===== src/design/fpr_pkg.sv =====
// shared types, codes and the crc byte update of the framed packet receiver
package fpr_pkg;

  // report codes carried on the event field
  typedef enum logic [1:0] {
    EV_NONE       = 2'd0,
    EV_ACCEPTED   = 2'd1,
    EV_CRC_ERROR  = 2'd2,
    EV_INCOMPLETE = 2'd3
  } evt_code_t;

  // configuration register indexes
  localparam logic [1:0] CFG_CRC_POLY     = 2'd0;
  localparam logic [1:0] CFG_START_MARKER = 2'd1;
  localparam logic [1:0] CFG_MAX_LENGTH   = 2'd2;

  localparam logic [15:0] CRC_POLY_RESET     = 16'h1021;
  localparam logic [7:0]  START_MARKER_RESET = 8'hAA;
  localparam logic [7:0]  MAX_LENGTH_RESET   = 8'hFF;

  // assembled packet header
  typedef struct packed {
    logic [15:0] checksum;
    logic [15:0] chunk_idx;
    logic [15:0] chunk_total;
    logic [15:0] sequence_number;
    logic [7:0]  kind;
    logic [31:0] time_stamp;
    logic [7:0]  length;
  } hdr_t;

  // one result word on its way to the output
  typedef struct packed {
    logic        payload_valid;
    logic [7:0]  payload_byte;
    logic        check;        // verdict still to be decided from crc
    evt_code_t   evt;
    hdr_t        hdr;
    logic [15:0] crc;
    logic [1:0]  port;
  } rec_t;

  // augmented msb-first crc-16: shift in one byte, msb first
  function automatic logic [15:0] crc_feed(input logic [15:0] poly,
                                           input logic [15:0] crc,
                                           input logic [7:0]  data);
    logic [16:0] r;
    logic [15:0] c;
    c = crc;
    for (int k = 7; k >= 0; k--) begin
      r = {c, data[k]};
      c = r[16] ? (r[15:0] ^ poly) : r[15:0];
    end
    return c;
  endfunction

endpackage


===== src/design/fpr_parser.sv =====
// frame parser: marker hunt, header assembly, payload count and crc over the frame
module fpr_parser (
  input  logic            clk,
  input  logic            rst_n,
  input  logic            in_valid,
  output logic            in_stall,
  input  logic [7:0]      in_data_byte,
  input  logic            in_chunk_end,
  input  logic [1:0]      in_port_id,
  input  logic [15:0]     crc_poly,
  input  logic [7:0]      start_marker,
  input  logic [7:0]      max_length,
  output logic            rec_valid,
  input  logic            rec_stall,
  output fpr_pkg::rec_t   rec
);
  import fpr_pkg::*;

  typedef enum logic [4:0] {
    PH_SOH1, PH_SOH2, PH_CK1, PH_CK2, PH_CN1, PH_CN2, PH_CT1, PH_CT2,
    PH_SQ1, PH_SQ2, PH_KIND, PH_TS1, PH_TS2, PH_TS3, PH_TS4, PH_LEN, PH_PAY
  } phase_t;

  phase_t      phase_r, phase_nxt;
  logic [15:0] crc_r, crc_nxt;
  logic [7:0]  rem_r, rem_nxt;
  hdr_t        hdr_r, hdr_nxt, hdr_new;
  logic        rec_valid_r, rec_valid_nxt;
  rec_t        rec_r, rec_nxt;
  logic        accept;
  logic        verdict, incomplete, is_payload, has_result;
  phase_t      phase_step;

  assign in_stall  = rec_valid_r && rec_stall;
  assign accept    = in_valid && !in_stall;
  assign rec_valid = rec_valid_r;
  assign rec       = rec_r;

  // next state for one byte
  always_comb begin
    phase_step = phase_r;
    rem_nxt    = rem_r;
    hdr_new    = hdr_r;
    is_payload = 1'b0;
    verdict    = 1'b0;
    // crc restarts at the first chunk number byte
    crc_nxt    = crc_feed(crc_poly, (phase_r == PH_CN1) ? 16'h0000 : crc_r, in_data_byte);
    unique case (phase_r)
      PH_SOH1: begin
        rem_nxt = 8'd0;
        if (in_data_byte == start_marker) phase_step = PH_SOH2;
      end
      PH_SOH2: phase_step = (in_data_byte == start_marker) ? PH_CK1 : PH_SOH1;
      PH_CK1: begin
        hdr_new.checksum = {8'd0, in_data_byte};
        phase_step = PH_CK2;
      end
      PH_CK2: begin
        hdr_new.checksum = {hdr_r.checksum[7:0], in_data_byte};
        phase_step = PH_CN1;
      end
      PH_CN1: begin
        hdr_new.chunk_idx = {8'd0, in_data_byte};
        phase_step = PH_CN2;
      end
      PH_CN2: begin
        hdr_new.chunk_idx = {hdr_r.chunk_idx[7:0], in_data_byte};
        phase_step = PH_CT1;
      end
      PH_CT1: begin
        hdr_new.chunk_total = {8'd0, in_data_byte};
        phase_step = PH_CT2;
      end
      PH_CT2: begin
        hdr_new.chunk_total = {hdr_r.chunk_total[7:0], in_data_byte};
        phase_step = PH_SQ1;
      end
      PH_SQ1: begin
        hdr_new.sequence_number = {8'd0, in_data_byte};
        phase_step = PH_SQ2;
      end
      PH_SQ2: begin
        hdr_new.sequence_number = {hdr_r.sequence_number[7:0], in_data_byte};
        phase_step = PH_KIND;
      end
      PH_KIND: begin
        hdr_new.kind = in_data_byte;
        phase_step = PH_TS1;
      end
      PH_TS1: begin
        hdr_new.time_stamp = {24'd0, in_data_byte};
        phase_step = PH_TS2;
      end
      PH_TS2, PH_TS3, PH_TS4: begin
        hdr_new.time_stamp = {hdr_r.time_stamp[23:0], in_data_byte};
        phase_step = (phase_r == PH_TS4) ? PH_LEN : phase_t'(phase_r + 5'd1);
      end
      PH_LEN: begin
        hdr_new.length = in_data_byte;
        rem_nxt = in_data_byte;
        if (in_data_byte > max_length) begin
          phase_step = PH_SOH1;
        end else if (in_data_byte == 8'd0) begin
          verdict = 1'b1;
          phase_step = PH_SOH1;
        end else begin
          phase_step = PH_PAY;
        end
      end
      PH_PAY: begin
        is_payload = 1'b1;
        rem_nxt = rem_r - 8'd1;
        if (rem_nxt == 8'd0) begin
          verdict = 1'b1;
          phase_step = PH_SOH1;
        end
      end
      default: phase_step = PH_SOH1;
    endcase

    // chunk ended while a frame is still open
    incomplete = in_chunk_end && (phase_step != PH_SOH1);
    has_result = is_payload || verdict || incomplete;
    phase_nxt  = incomplete ? PH_SOH1 : phase_step;
    hdr_nxt    = (verdict || incomplete) ? '0 : hdr_new;

    // result word
    rec_nxt.payload_valid = is_payload;
    rec_nxt.payload_byte  = is_payload ? in_data_byte : 8'd0;
    rec_nxt.check         = verdict;
    rec_nxt.evt           = incomplete ? EV_INCOMPLETE : EV_NONE;
    rec_nxt.hdr           = (verdict || incomplete) ? hdr_new : '0;
    rec_nxt.crc           = crc_nxt;
    rec_nxt.port          = (verdict || incomplete) ? in_port_id : 2'd0;

    // result register occupancy
    if (accept) begin
      rec_valid_nxt = has_result;
    end else if (!rec_stall) begin
      rec_valid_nxt = 1'b0;
    end else begin
      rec_valid_nxt = rec_valid_r;
    end
  end

  // state, control and result registers
  always_ff @(posedge clk) begin
    if (!rst_n) begin
      phase_r     <= PH_SOH1;
      crc_r       <= 16'h0000;
      rem_r       <= 8'd0;
      hdr_r       <= '0;
      rec_valid_r <= 1'b0;
    end else begin
      rec_valid_r <= rec_valid_nxt;
      if (accept) begin
        phase_r <= phase_nxt;
        crc_r   <= crc_nxt;
        rem_r   <= rem_nxt;
        hdr_r   <= hdr_nxt;
      end
    end
    if (accept) begin
      rec_r <= rec_nxt;
    end
  end

endmodule


===== src/design/fpr_verdict.sv =====
// verdict pipeline: crc finish with two zero bytes, checksum compare, output register
module fpr_verdict (
  input  logic            clk,
  input  logic            rst_n,
  input  logic            rec_valid,
  output logic            rec_stall,
  input  fpr_pkg::rec_t   rec,
  input  logic [15:0]     crc_poly,
  output logic            out_valid,
  input  logic            out_stall,
  output fpr_pkg::rec_t   out_rec
);
  import fpr_pkg::*;

  logic  mid_valid_r, out_valid_r;
  rec_t  mid_r, mid_nxt, out_r, out_nxt;
  logic  out_ready, mid_ready;
  logic [15:0] crc_final;

  assign out_ready = !out_valid_r || !out_stall;
  assign mid_ready = !mid_valid_r || out_ready;
  assign rec_stall = !mid_ready;
  assign out_valid = out_valid_r;
  assign out_rec   = out_r;

  // first zero byte, then second zero byte and compare
  always_comb begin
    mid_nxt     = rec;
    mid_nxt.crc = crc_feed(crc_poly, rec.crc, 8'd0);
    crc_final   = crc_feed(crc_poly, mid_r.crc, 8'd0);
    out_nxt     = mid_r;
    if (mid_r.check) begin
      out_nxt.evt = (crc_final == mid_r.hdr.checksum) ? EV_ACCEPTED : EV_CRC_ERROR;
    end
  end

  // stage valid flags
  always_ff @(posedge clk) begin
    if (!rst_n) begin
      mid_valid_r <= 1'b0;
      out_valid_r <= 1'b0;
    end else begin
      if (mid_ready) mid_valid_r <= rec_valid;
      if (out_ready) out_valid_r <= mid_valid_r;
    end
  end

  // stage payloads
  always_ff @(posedge clk) begin
    if (mid_ready && rec_valid) mid_r <= mid_nxt;
    if (out_ready && mid_valid_r) out_r <= out_nxt;
  end

endmodule


===== src/design/framed_packet_receiver_crc16.sv =====
// top level of the framed packet receiver: configuration registers and the two parts
// Takes one received byte per cycle and returns at most one result word per byte:
// a payload byte passed through, a frame verdict (accepted or checksum error) or an
// incomplete-frame report when a chunk ends inside a frame. A byte goes through three
// registers (parser result, first crc finishing byte, output register) on its way to the
// outputs; a new byte is taken every cycle unless out_stall holds the output and the
// pipeline behind it is full. The crc byte update is one combinational step per stage.
// There is no clearing pass after reset.
module framed_packet_receiver_crc16 (
  input  logic        clk,
  input  logic        rst_n,
  // configuration
  input  logic        cfg_wr_en,
  input  logic [1:0]  cfg_index,
  input  logic [15:0] cfg_data,
  // received bytes
  input  logic        in_valid,
  output logic        in_stall,
  input  logic [7:0]  in_data_byte,
  input  logic        in_chunk_end,
  input  logic [1:0]  in_port_id,
  // results
  output logic        out_valid,
  input  logic        out_stall,
  output logic        out_payload_valid,
  output logic [7:0]  out_payload_byte,
  output logic [1:0]  out_event_res,
  output logic [15:0] out_chunk_idx,
  output logic [15:0] out_chunk_total,
  output logic [15:0] out_sequence_number,
  output logic [7:0]  out_packet_kind,
  output logic [31:0] out_time_stamp,
  output logic [7:0]  out_pay_len,
  output logic [15:0] out_received_checksum,
  output logic [1:0]  out_source_port
);
  import fpr_pkg::*;

  logic [15:0] crc_poly_r;
  logic [7:0]  start_marker_r;
  logic [7:0]  max_length_r;
  logic        rec_valid, rec_stall;
  rec_t        rec, out_rec;

  // configuration registers
  always_ff @(posedge clk) begin
    if (!rst_n) begin
      crc_poly_r     <= CRC_POLY_RESET;
      start_marker_r <= START_MARKER_RESET;
      max_length_r   <= MAX_LENGTH_RESET;
    end else if (cfg_wr_en) begin
      unique case (cfg_index)
        CFG_CRC_POLY:     crc_poly_r     <= cfg_data;
        CFG_START_MARKER: start_marker_r <= cfg_data[7:0];
        CFG_MAX_LENGTH:   max_length_r   <= cfg_data[7:0];
        default: ;
      endcase
    end
  end

  fpr_parser u_parser (
    .clk          (clk),
    .rst_n        (rst_n),
    .in_valid     (in_valid),
    .in_stall     (in_stall),
    .in_data_byte (in_data_byte),
    .in_chunk_end (in_chunk_end),
    .in_port_id   (in_port_id),
    .crc_poly     (crc_poly_r),
    .start_marker (start_marker_r),
    .max_length   (max_length_r),
    .rec_valid    (rec_valid),
    .rec_stall    (rec_stall),
    .rec          (rec)
  );

  fpr_verdict u_verdict (
    .clk       (clk),
    .rst_n     (rst_n),
    .rec_valid (rec_valid),
    .rec_stall (rec_stall),
    .rec       (rec),
    .crc_poly  (crc_poly_r),
    .out_valid (out_valid),
    .out_stall (out_stall),
    .out_rec   (out_rec)
  );

  // result word onto the ports
  assign out_payload_valid     = out_rec.payload_valid;
  assign out_payload_byte      = out_rec.payload_byte;
  assign out_event_res         = out_rec.evt;
  assign out_chunk_idx         = out_rec.hdr.chunk_idx;
  assign out_chunk_total       = out_rec.hdr.chunk_total;
  assign out_sequence_number   = out_rec.hdr.sequence_number;
  assign out_packet_kind       = out_rec.hdr.kind;
  assign out_time_stamp        = out_rec.hdr.time_stamp;
  assign out_pay_len           = out_rec.hdr.length;
  assign out_received_checksum = out_rec.hdr.checksum;
  assign out_source_port       = out_rec.port;

endmodule

===== config.mk =====
export PLATFORM = sky130hd
export DESIGN_NAME = framed_packet_receiver_crc16
export DESIGN_NICKNAME = d
export VERILOG_FILES = /design/src/design/fpr_pkg.sv /design/src/design/fpr_parser.sv /design/src/design/fpr_verdict.sv /design/src/design/framed_packet_receiver_crc16.sv
export SDC_FILE = /design/constraint.sdc
export NUM_CORES = 1
export LEC_CHECK = 0
export BUFFER_PORTS_ARGS = -buffer_cell sky130_fd_sc_hd__buf_2
export CAP_MARGIN = 25
export CORE_UTILIZATION = 30
export CTS_BUF_LIST = sky130_fd_sc_hd__clkbuf_16
export CTS_CLUSTER_SIZE = 30
export DETAILED_ROUTE_END_ITERATION = 10
export PLACE_DENSITY = 0.46
export SETUP_SLACK_MARGIN = 0.15
export SYNTH_ARGS = -nofsm -noshare
export SYNTH_HDL_FRONTEND = slang
export SYNTH_HIERARCHICAL = 1
export SYNTH_SLANG_ARGS = --single-unit

===== constraint.sdc =====
create_clock -name clk -period 23.2 [get_ports clk]
set_clock_uncertainty 0.05 [all_clocks]
set_input_delay 2.32 -clock clk [delete_from_list [all_inputs] [get_ports clk]]
set_output_delay 2.32 -clock clk [all_outputs]
set_load 0.05 [all_outputs]

## Word-level counts from Yosys, hierarchy flattened

Index checks and enable logic that the tools add are counted.

- Flip-flop bits (word level): 585
- Bits of input ports: 34
- Output and inout port bits: 127
- Word-level logic and storage cells: 180

- Add/subtract/negate cells: 2
- Order comparisons: 1
- Eq/ne operators: 20
- Mux-type cells: 52
- Bitwise logic cells: 24
- Reduce and logical (&&, ||, !) cells: 27

Operator list:

| kind | number |
|---|---|
| $mux 16 | 25 |
| $xor 16x16->16 | 24 |
| $pmux 16 s2 | 4 |
| $mux 112 | 1 |
| $pmux 5 s15 | 1 |
| $pmux 32 s2 | 1 |
| $eq 5x4->1 const B | 8 |
| $mux 5 | 6 |
| $pmux 8 s3 | 1 |
| $eq 5x3->1 const B | 4 |
| $eq 16x16->1 | 1 |
| $logic_not 8->1 | 2 |
| $mux 8 | 2 |
| $eq 5x2->1 const B | 2 |
| $eq 8x8->1 | 1 |
| $gt 8x8->1 | 1 |
| $mux 2 | 4 |
| $reduce_and 2->1 | 4 |
| $sub 8x1->8 const B | 1 |
| $mux 1 | 6 |
| $add 5x1->5 const B | 1 |
| $eq 5x1->1 const B | 1 |
| $eq 5x5->1 const B | 1 |
| $logic_and 1x1->1 | 5 |
| other kinds (11) | 19 |

## Depth between registers and ports, before layout

- Depth in word-level cells: 19
- Depth in mapped cells: 18
- Mapped depth without buffers: 14

## Hierarchy

The synthesis kept the hierarchy.

Modules (own cells, without submodules):

| module | times used | cells each | area each (um^2) | sequential area each (um^2) |
|---|---|---|---|---|
| fpr_parser | 1 | 1516 | 14596.5 | 7076.8 |
| fpr_verdict | 1 | 1095 | 13989.7 | 8568.2 |
| framed_packet_receiver_crc16 | 1 | 135 | 1355.0 | 640.6 |

## Worst setup path after synthesis

Ideal clock, no wire load.

- Kind: input-to-reg
- Start point: input port out_stall
- End point: register u_verdict.out_r, in the netlist u_verdict/out_rec[0], enable pin
- Setup time: 0.859 ns
- Data arrival time: 12.575 ns
- Data required time: 22.291 ns
- Slack: 9.716 ns
- Stages: 1
- Buffers on the path: 0
- Cells stage by stage: a21boi_0

- Word-level cells in the longest chain between the ends: 3

Ends and longest elaborated chain:

| what | line | source |
|---|---|---|
| from (decl) | framed_packet_receiver_crc16.sv:24 | `input logic out_stall,` |
| $logic_not 1->1 | fpr_verdict.sv:20 | `assign out_ready = !out_valid_r \|\| !out_stall;` |
| $logic_or 1x1->1 | fpr_verdict.sv:20 |  |
| $logic_and 1x1->1 | fpr_verdict.sv:51 | `if (out_ready && mid_valid_r) out_r <= out_nxt;` |
| to (signal assigned) | fpr_verdict.sv:51 |  |
| to (decl) | fpr_verdict.sv:16 | `rec_t mid_r, mid_nxt, out_r, out_nxt;` |

No other way between the ends.
A chain may end at the register's enable or synchronous reset.

==> flow_metrics.env <==
export IMPL_cts_buffers_inserted=69
export IMPL_max_freq_mhz=165
export IMPL_drive_gt1_frac=0.146
export IMPL_ant_nets=0
export IMPL_first_global_vias=20500
export IMPL_root_buffer="clkbuf_16"
export IMPL_fp_dieArea_um2=99400
export IMPL_vias=21000
export IMPL_cp_required_ns=23.50
export IMPL_cts_sinks=584
export IMPL_place_area_um2=31300
export IMPL_portBuffers=160
export IMPL_maxCapViolations=0
export IMPL_dpl_cell_count=3993
export IMPL_cp_arrival_ns=6.36
export IMPL_hold_viol=0
export IMPL_path_clk_slew_ns=0.05
export IMPL_fin_crit_sh=0.261
export IMPL_instances_no_fill=4127
export IMPL_synth_area_per_cell_um2=10.8
export IMPL_rows=114
export IMPL_drv_slew=0
export IMPL_grt_start_max_net_pins=121
export IMPL_critical_path_class="reg2reg"
export IMPL_max_vdd_ir_drop_uv=47.6
export IMPL_status="finished, violations left"
export IMPL_clockBufferDepth=3
export IMPL_grt_overflow_total=0
export IMPL_tns_ns=0
export IMPL_hold_buffers=0
export IMPL_p_leak_nw=11.3
export IMPL_drc=20
export IMPL_globalRouteTotalUtil=0.160
export IMPL_setup_viol=0
export IMPL_wl_per_cell_um=19.7
export IMPL_synth_area_um2=29400
export IMPL_num_io_pins=161
export IMPL_whs_ns=0.355
export IMPL_die_x_um=315
export IMPL_final_core_util=0.349
export IMPL_core_um2=97000
export IMPL_drtIter0Drc=1585
export IMPL_cts_tree="done"
export IMPL_crit_path_max_fanout=27
export IMPL_slew_headroom=0.272
export IMPL_cp_start_kind="flip-flop"
export IMPL_post_cts_buffers=0
export IMPL_syn_inst=2729
export IMPL_synth_nets=2778
export IMPL_antenna_found_initial=4
export IMPL_final_area_um2=33900
export IMPL_violations="design-rule violations"
export IMPL_drt_total_wl_um=81500
export IMPL_worst_pin_slew_ns=1.09
export IMPL_vias_per_cell=5.09
export IMPL_cts_htree_levels=3
export IMPL_routabilityCongestion=0.837
export IMPL_area_delta_synth_final_pct=15.1
export IMPL_drt_pre_antenna_iters=8
export IMPL_end_kind="flip-flop"
export IMPL_dp_hpwl_um=53000
export IMPL_cts_resized=0
export IMPL_die_h_um=315
export IMPL_rsz0062_at_grt="false"
export IMPL_start_util=0.303
export IMPL_hp_class="reg2reg"
export IMPL_yosys_warnings=6
export IMPL_post_route_min_period_ns=6.06
export IMPL_power_per_cell_area_nw_per_um2=92.4
export IMPL_grt_pass1_wl_um=124000
export IMPL_clk_latency_ns=0.63
export IMPL_final_nets=2842
-- path summary, 6_finish.rpt --
| kind | from | slack (ns) | cells past startpoint | to |
|---|---|---|---|---|
| setup reg to reg | u_verdict/mid_r[17] | 17.14 | 14 | u_verdict/out_rec[131] |
| setup / recovery | u_verdict/mid_r[17] | 17.14 | 14 | u_verdict/out_rec[131] |
| hold reg to reg | u_verdict/mid_r[136] | 0.35 | 0 | u_verdict/out_rec[136] |
| hold / removal | u_verdict/mid_r[136] | 0.35 | 0 | u_verdict/out_rec[136] |
-- routing by layer --
metal / vias to the layer above / part of all wire / track usage
met1: 10400 / 0.46 / 0.219
met3: 119 / 0.050 / 0.0272
met5: - / 0.00075 / 0
met4: 8 / 0.026 / 0.0545
li1: 9945 / - / -
met2: 572 / 0.46 / 0.254
-- cell usage in the layout, fill, tap and decap left out, types with 49 or more instances in the layout --
cell type,instances
dfxtp_1,174
clkbuf_16,71
buf_2,160
nor2b_1,145
xnor2_1,255
edfxtp_1,408
inv_1,49
nor2_1,126
a32oi_1,119
a21oi_1,101
a22oi_1,70
o21ai_0,56
nand2_1,425
-- cell type report --
cell class / count / area [µm²]
Antenna cell: 2 / 5.00
Clock buffer: 71 / 1780
Clock inverter: 56 / 639
Fill cell: 9630 / 63100
Inverter: 42 / 163
Multi-Input combinational cell: 1880 / 12600
Sequential cell: 584 / 15800
Tap cell: 1276 / 1600
Timing Repair Buffer: 216 / 1320
-- state kept, by name, summed over array words and instances, names as in the netlist, 5 cells and up --
signal / cells
crc_poly_r: 16
u_parser/rem_r: 8
u_parser/phase_r: 5
u_verdict/mid_r: 142
u_parser/crc_r: 16
start_marker_r: 8
u_verdict/out_rec: 125
max_length_r: 8
u_parser/rec: 141
u_parser/hdr_r: 112
-- worst max-delay path: stages (launching register included) --
cell       delay (ns)
edfxtp_1         0.96
nand2b_1         0.29
o221a_4          0.38
xnor2_2          0.77
o2111ai_1        0.28
a31o_2           0.37
a21boi_4         0.19
a21oi_1          0.33
a21o_1           0.46
a21boi_0         0.26
o31ai_1          0.42
mux2i_1          0.26
nand4_1          0.13
a2111o_1         0.46
o22a_1           0.19
-- power breakdown --
part	internal, W	leakage (nW)	switching, W
logic	0.000343	4.84	0.000441
registers	0.00117	5.29	0.0000345
clock network	0.000695	1.22	0.000448
total	0.00221	11.3	0.000923
-- metrics by stage --
step                power (W)  setup WS, ns
global route          0.00328         16.85
detailed placement    0.00201         16.53
CTS                   0.00317         17.17
finish                0.00313         17.14
global placement      0.00200         16.54
floorplan             0.00186         10.99
(Power assumes the default switching activity.)
